[src/rtl/scale_note_to_frequency_assert.svh]
// Assertion macros shared by the scale note to frequency modules.
`ifndef SCALE_NOTE_TO_FREQUENCY_ASSERT_SVH
`define SCALE_NOTE_TO_FREQUENCY_ASSERT_SVH
`ifndef SYNTH
`define SNF_ASSERT(label, clk, rst, prop) \
  label: assert property (@(posedge clk) disable iff (rst) (prop)) \
    else $error("snf assertion failed");
`define SNF_ASSERT_NEVER(label, clk, rst, cond) \
  label: assert property (@(posedge clk) disable iff (rst) !(cond)) \
    else $error("snf forbidden condition");
`else
`define SNF_ASSERT(label, clk, rst, prop)
`define SNF_ASSERT_NEVER(label, clk, rst, cond)
`endif
`endif

[src/rtl/snf_pkg.sv]
// Types, constants and tables for the scale note to frequency block.
package snf_pkg;

  localparam int DEFAULT_MAX_DEGREES = 128;

  localparam logic OP_CONVERT = 1'b0;
  localparam logic OP_WRITE   = 1'b1;

  localparam logic [31:0] Q28_ONE  = 32'd268435456;
  localparam logic [31:0] Q28_TWO  = 32'd536870912;
  localparam logic [63:0] Q28_HALF = 64'd134217728;
  localparam logic [31:0] FREQ_MAX = 32'hFFFF_FFFF;

  localparam logic [7:0] ET_DEGREES = 8'd12;
  localparam int         ET_SLOTS   = 11;

  localparam logic [7:0]  RST_SCALE_SIZE     = 8'd12;
  localparam logic [31:0] RST_PERIOD_RATIO   = 32'd536870912;
  localparam logic [6:0]  RST_REFERENCE_NOTE = 7'd60;
  localparam logic [31:0] RST_REFERENCE_FREQ = 32'd17145893;

  localparam int SDIV_STEPS = 7;
  localparam int LDIV_STEPS = 32;

  typedef enum logic [1:0] {
    REG_SCALE_SIZE     = 2'd0,
    REG_PERIOD_RATIO   = 2'd1,
    REG_REFERENCE_NOTE = 2'd2,
    REG_REFERENCE_FREQ = 2'd3
  } cfg_reg_t;

  typedef enum logic [3:0] {
    ST_IDLE,
    ST_DIVIDE,
    ST_FIX,
    ST_ROUTE,
    ST_PMUL,
    ST_PDIV_INIT,
    ST_PDIV_STEP,
    ST_SELECT,
    ST_RMUL,
    ST_DONE
  } state_t;

  typedef struct packed {
    logic        op;
    logic [6:0]  note;
    logic [31:0] root_freq;
    logic [6:0]  root_note;
    logic [6:0]  entry_index;
    logic [31:0] entry_ratio;
  } in_word_t;

  typedef struct packed {
    logic [31:0] frequency;
    logic        saturated;
  } out_word_t;

  typedef struct packed {
    logic load;
    logic div_step;
    logic fix;
    logic pmul;
    logic pdiv_init;
    logic pdiv_step;
    logic select;
    logic rmul;
    logic emit;
  } cmd_t;

  typedef struct packed {
    logic div_last;
    logic ldiv_last;
    logic q_zero;
    logic q_one;
    logic q_neg;
    logic sat;
  } stat_t;

  function automatic logic [31:0] et_ratio(input logic [3:0] k);
    logic [31:0] v;
    case (k)
      4'd0:    v = 32'd268435456;
      4'd1:    v = 32'd284397459;
      4'd2:    v = 32'd301308612;
      4'd3:    v = 32'd319225354;
      4'd4:    v = 32'd338207482;
      4'd5:    v = 32'd358318345;
      4'd6:    v = 32'd379625062;
      4'd7:    v = 32'd402198743;
      4'd8:    v = 32'd426114725;
      4'd9:    v = 32'd451452825;
      4'd10:   v = 32'd478297607;
      4'd11:   v = 32'd506738663;
      default: v = 32'd0;
    endcase
    return v;
  endfunction

  // Slots reachable by a 7-bit write index.
  function automatic int tbl_depth(input int max_deg);
    return (max_deg - 1 < 128) ? max_deg - 1 : 128;
  endfunction

  function automatic int tbl_addr_w(input int max_deg);
    return (tbl_depth(max_deg) > 1) ? $clog2(tbl_depth(max_deg)) : 1;
  endfunction

endpackage

[src/rtl/snf_ctrl.sv]
// Controller: sequences one item through the datapath and drives both handshakes.
`include "scale_note_to_frequency_assert.svh"
module snf_ctrl (
  input  logic           clk,
  input  logic           rst,
  input  logic           in_valid,
  input  logic           in_op,
  output logic           in_stall,
  output logic           out_valid,
  input  logic           out_stall,
  input  snf_pkg::stat_t stat,
  output snf_pkg::cmd_t  cmd
);
  import snf_pkg::*;

  state_t state;
  state_t state_next;
  logic   out_valid_next;

  always_ff @(posedge clk) begin
    if (rst) begin
      state     <= ST_IDLE;
      out_valid <= 1'b0;
    end else begin
      state     <= state_next;
      out_valid <= out_valid_next;
    end
  end

  always_comb begin
    state_next     = state;
    cmd            = '0;
    in_stall       = (state != ST_IDLE);
    out_valid_next = out_valid && out_stall;
    unique case (state)
      ST_IDLE: begin
        if (in_valid) begin
          cmd.load   = 1'b1;
          state_next = (in_op == OP_WRITE) ? ST_DONE : ST_DIVIDE;
        end
      end
      ST_DIVIDE: begin
        cmd.div_step = 1'b1;
        if (stat.div_last) begin
          state_next = ST_FIX;
        end
      end
      ST_FIX: begin
        cmd.fix    = 1'b1;
        state_next = ST_ROUTE;
      end
      ST_ROUTE: begin
        priority if (stat.q_zero) begin
          state_next = ST_SELECT;
        end else if (stat.q_neg) begin
          state_next = ST_PDIV_INIT;
        end else begin
          state_next = ST_PMUL;
        end
      end
      ST_PMUL: begin
        priority if (stat.sat) begin
          state_next = ST_SELECT;
        end else begin
          cmd.pmul = 1'b1;
          if (stat.q_one) begin
            state_next = ST_SELECT;
          end
        end
      end
      ST_PDIV_INIT: begin
        cmd.pdiv_init = 1'b1;
        state_next    = ST_PDIV_STEP;
      end
      ST_PDIV_STEP: begin
        priority if (stat.sat) begin
          state_next = ST_SELECT;
        end else begin
          cmd.pdiv_step = 1'b1;
          if (stat.ldiv_last) begin
            state_next = stat.q_one ? ST_SELECT : ST_PDIV_INIT;
          end
        end
      end
      ST_SELECT: begin
        cmd.select = 1'b1;
        state_next = ST_RMUL;
      end
      ST_RMUL: begin
        cmd.rmul   = 1'b1;
        state_next = ST_DONE;
      end
      ST_DONE: begin
        if (!out_valid || !out_stall) begin
          cmd.emit       = 1'b1;
          out_valid_next = 1'b1;
          state_next     = ST_IDLE;
        end
      end
      default: begin
        state_next = ST_IDLE;
      end
    endcase
  end

  `SNF_ASSERT(a_emit_only_when_free, clk, rst, cmd.emit |-> (!out_valid || !out_stall))
  `SNF_ASSERT(a_emit_fills_output, clk, rst, cmd.emit |=> out_valid)
  `SNF_ASSERT(a_hold_done_while_full, clk, rst, (state == ST_DONE && out_valid && out_stall) |=> state == ST_DONE)

endmodule

[config.mk]
export PLATFORM = sky130hd
export DESIGN_NAME = snf_ctrl
export DESIGN_NICKNAME = d
export VERILOG_FILES = /design/src/rtl/snf_pkg.sv /design/src/rtl/snf_ctrl.sv
export VERILOG_INCLUDE_DIRS = /design/src /design/src/rtl
export SDC_FILE = /design/constraint.sdc
export NUM_CORES = 1
export LEC_CHECK = 0
export BUFFER_PORTS_ARGS = -buffer_cell sky130_fd_sc_hd__buf_2
export CAP_MARGIN = 30
export CORE_AREA = 3 3 40 42
export DETAILED_ROUTE_END_ITERATION = 10
export DIE_AREA = 0 0 43 45
export GPL_ROUTABILITY_DRIVEN = 0
export HOLD_SLACK_MARGIN = 0.12
export PLACE_DENSITY = 0.63
export SETUP_SLACK_MARGIN = 0.2
export SKIP_CTS_REPAIR_TIMING = 1
export SYNTH_ARGS = -nofsm -noshare
export SYNTH_HDL_FRONTEND = slang
export SYNTH_SLANG_ARGS = --single-unit
export TNS_END_PERCENT = 100
[constraint.sdc]
create_clock -name clk -period 3.3 [get_ports clk]
set_input_delay 0.33 -clock clk [delete_from_list [all_inputs] [get_ports clk]]
set_output_delay 0.33 -clock clk [all_outputs]
set_load 0.03 [all_outputs]
* Word-level counts from Yosys, hierarchy flattened
Index checks and enable logic that the tools add are counted.
Widths: inputs -> output; s select.
** Operators by class
- Bitwise logic cells :: 0
- Magnitude comparators :: 0
- Divide/modulo/power cells :: 0
- Eq/ne operators :: 14
- $add $sub $neg :: 0
- Reduce and logical (&&, ||, !) cells :: 7
- Shift operators :: 0
- Muxes and demuxes :: 26
- Multipliers :: 0
** Operator list (number)
- $pmux 4 s10 :: 1
- $mux 4 :: 8
- $eq 4x3->1 const B :: 4
- $mux 1 :: 15
- $eq 4x2->1 const B :: 2
- $eq 4x4->1 const B :: 2
- $ne 2x2->1 const B :: 3
- $ne 3x3->1 const B :: 2
- $reduce_and 5->1 :: 1
- $eq 4x1->1 const B :: 1
- $logic_not 4->1 :: 1
- $mux 2 :: 2
- $reduce_bool 4->1 :: 1
- $logic_not 1->1 :: 2
- $logic_and 1x1->1 :: 1
- $logic_or 1x1->1 :: 1
** Storage, ports and cells
- Latch bits :: 0
- Register bits after elaboration :: 5
- Output and inout bits :: 11
- Memory bits (read-only) :: 0
- Memory bits (writable) :: 0
- Memories :: 0

* Logic depth before layout (Yosys ltp)
- Depth in word-level cells :: 4
- Depth in mapped cells :: 5
- Mapped depth without buffers :: 4

* Worst setup path after synthesis
OpenSTA, ideal clock, no wires.
- Path type :: flip-flop to output port
- From :: register state[3]
- To :: output port cmd[5] in the netlist's numbering
- Path buffers :: 1
- Arrival time :: 1.468 ns
- Slack :: 1.502 ns
- Stages on the path, launching flop included :: 4
- Path through :: dfxtp_1 buf_6 nand2b_4 nor4_1
** RTL lines
- start: declaration :: line snf_ctrl.sv:16 : state_t state;
- start signal: assignment :: line snf_ctrl.sv:25 : state <= state_next;
- end: declaration :: line snf_ctrl.sv:12 : output snf_pkg::cmd_t cmd

==> flow_metrics.env <==
export IMPL_dieArea_um2=1940
export IMPL_tightest_slew_ns=0.477
export IMPL_io_pins=22
export IMPL_drtIter0Drc=13
export IMPL_ys_warnings_count=0
export IMPL_drt_vias_per_instance=5.15
export IMPL_power_mw=0.505
export IMPL_routedWlPerCell_um=12.1
export IMPL_leakagePower_nw=0.262
export IMPL_nFillCells=128
export IMPL_cts_root_buf="clkbuf_4"
export IMPL_max_cap_violations=0
export IMPL_ys_seq_elements=5
export IMPL_vdd_drop_max_mv=0.361
export IMPL_cts_buffer_depth=2
export IMPL_crit_required_ns=2.97
export IMPL_fin_crit_sh=0.533
export IMPL_fin_nets=89
export IMPL_layout_commonest_cell="buf_2"
export IMPL_rrSetupSlack_ns=1.75
export IMPL_syn_area_um2=450
export IMPL_powerDensity_nw_per_um2=889
export IMPL_layout_drive_gt1_share=0.390
export IMPL_numCtsBuffers=3
export IMPL_synth_edf_count=0
export IMPL_fp_row_count=13
export IMPL_vias=474
export IMPL_htree_levels=1
export IMPL_layout_common_cells="buf_2 (21), nor2_1 (6), inv_1 (5), a21oi_1 (5), dfxtp_1 (5)"
export IMPL_grt_usage=0.122
export IMPL_first_pass_iters=4
export IMPL_drc_errors=0
export IMPL_fmax_mhz=569
export IMPL_cts_clk_slew_worst_paths_ns=0.05
export IMPL_grt_max_degree=13
export IMPL_setup_viol=0
export IMPL_grt_overflow=0
export IMPL_synth_ff_type="dfxtp_1"
export IMPL_grt_pass1_vias=446
export IMPL_fin_skew_ns=0.00221
export IMPL_seq_area_frac_synth=0.222
export IMPL_hold_path_class="in -> reg"
export IMPL_fin_tns_setup_ns=0
export IMPL_end_kind="output port"
export IMPL_status="finished, final reports clean"
export IMPL_final_max_slew_viol_count=0
export IMPL_critical_path_slowest_cell="dfxtp_1"
export IMPL_synth_nets=67
export IMPL_netlist_instances=56
export IMPL_antennaDiodeCount=0
export IMPL_critPathLaunchType="flip-flop"
export IMPL_min_path_cells=2
export IMPL_start_util=0.351
export IMPL_syn_avg_cell_area_um2=8.04
export IMPL_grt_pass1_wl_mm=1.82
export IMPL_ant_nets=0
export IMPL_port_buffers=21
export IMPL_finalWirelength_mm=1.11
export IMPL_dpl_hpwl_um=844
export IMPL_antenna_found_initial=0
export IMPL_clk_latency_ns=0.24
export IMPL_ys_async_sr_fraction=0
export IMPL_finalHoldViolCount=0
export IMPL_cts_tree="built"
export IMPL_synthToLayoutAreaGrowth_pct=26.1
export IMPL_period_minus_slack_ns=1.76
export IMPL_critPathMaxFanout=12
export IMPL_core_area_um2=1280
export IMPL_clock_sinks=5
export IMPL_cp_cell_sequence="or3_1 > nor2_1 > buf_2"
export IMPL_die_y_um=45
export IMPL_ys_types=28
export IMPL_crit_arrival_ns=1.43
export IMPL_cpPeakStageDelay_ns=0.45
export IMPL_critPathKind="reg -> out"
export IMPL_die_w_um=43
export IMPL_maxSlewHeadroom=0.681
export IMPL_rr_worst_depth=4
export IMPL_rsz0062_at_grt="no"
[cell type report]
class | count | area (um2) | area share
flip-flops and latches | 5 | 100 | 0.176
clock buffers | 4 | 26.3 | 0.0463
well taps | 15 | 18.8 | 0.0330
inverters | 5 | 18.8 | 0.0330
multi-input cells | 42 | 299 | 0.526
repair buffers | 21 | 105 | 0.185
[state kept, by name, indices dropped and copies added, names as in the netlist]
| name | count |
|---|---|
| out_valid | 1 |
| state | 4 |
[power breakdown]
part           total [mW]  internal [mW]  switching, mW
logic               0.298          0.120          0.177
registers           0.131         0.0800         0.0514
clock network      0.0757         0.0460         0.0297
[worst paths after layout]
check            start         to
max           state[2]     cmd[1]
min                rst  out_valid
max reg2reg   state[2]   state[3]
min reg2reg  out_valid  out_valid
[metrics by stage]
step           hold WS (ns)  setup slack (ns)  utilization  cells  instance area, um2
2_1_floorplan         0.399              1.50            -     56                 450
3_3_place_gp          0.515              1.80        0.422     88                 542
3_5_place_dp          0.526              1.78        0.422     88                 542
4_1_cts               0.306              1.55        0.442     92                 568
5_1_grt               0.311              1.46        0.442     92                 568
6_report              0.302              1.54        0.442     92                 568
[synth_stat cells, types with 2 or more instances]
cell type,count,share of area
nor3_1,4,0.044
inv_1,5,0.042
dfxtp_1,5,0.22
o31ai_1,2,0.033
nand2b_1,2,0.028
nor2_1,6,0.050
a21oi_1,5,0.056
o21ai_0,2,0.022
buf_6,2,0.050
buf_2,2,0.022
nand2_1,4,0.033
[kinds of logic (layout without fill, tap and decap cells)]
group / after synthesis / after routing / share of synthesized area
buf+inv: 9 / 30 / 0.114
xor+xnor: 1 / 1 / 0.0194
flops: 5 / 5 / 0.222
simple gates: 25 / 25 / 0.375
compound gates: 16 / 16 / 0.269
[layer usage]
| layer | vias to the layer above | track usage | wire [um] |
|---|---|---|---|
| li1 | 244 | - | - |
| met4 | 0 | 0.0542 | 0 |
| met5 | - | 0 | 0 |
| met1 | 213 | 0.145 | 512 |
| met2 | 17 | 0.213 | 530 |
| met3 | 0 | 0.0239 | 70 |
[worst max-delay path: cells and delay by family, from the launching register on]
kind          cells  cell delay [ns]
simple gates      2             0.54
flops             1             0.45
buf+inv           1             0.20
Power figures use the tool's default switching activity.
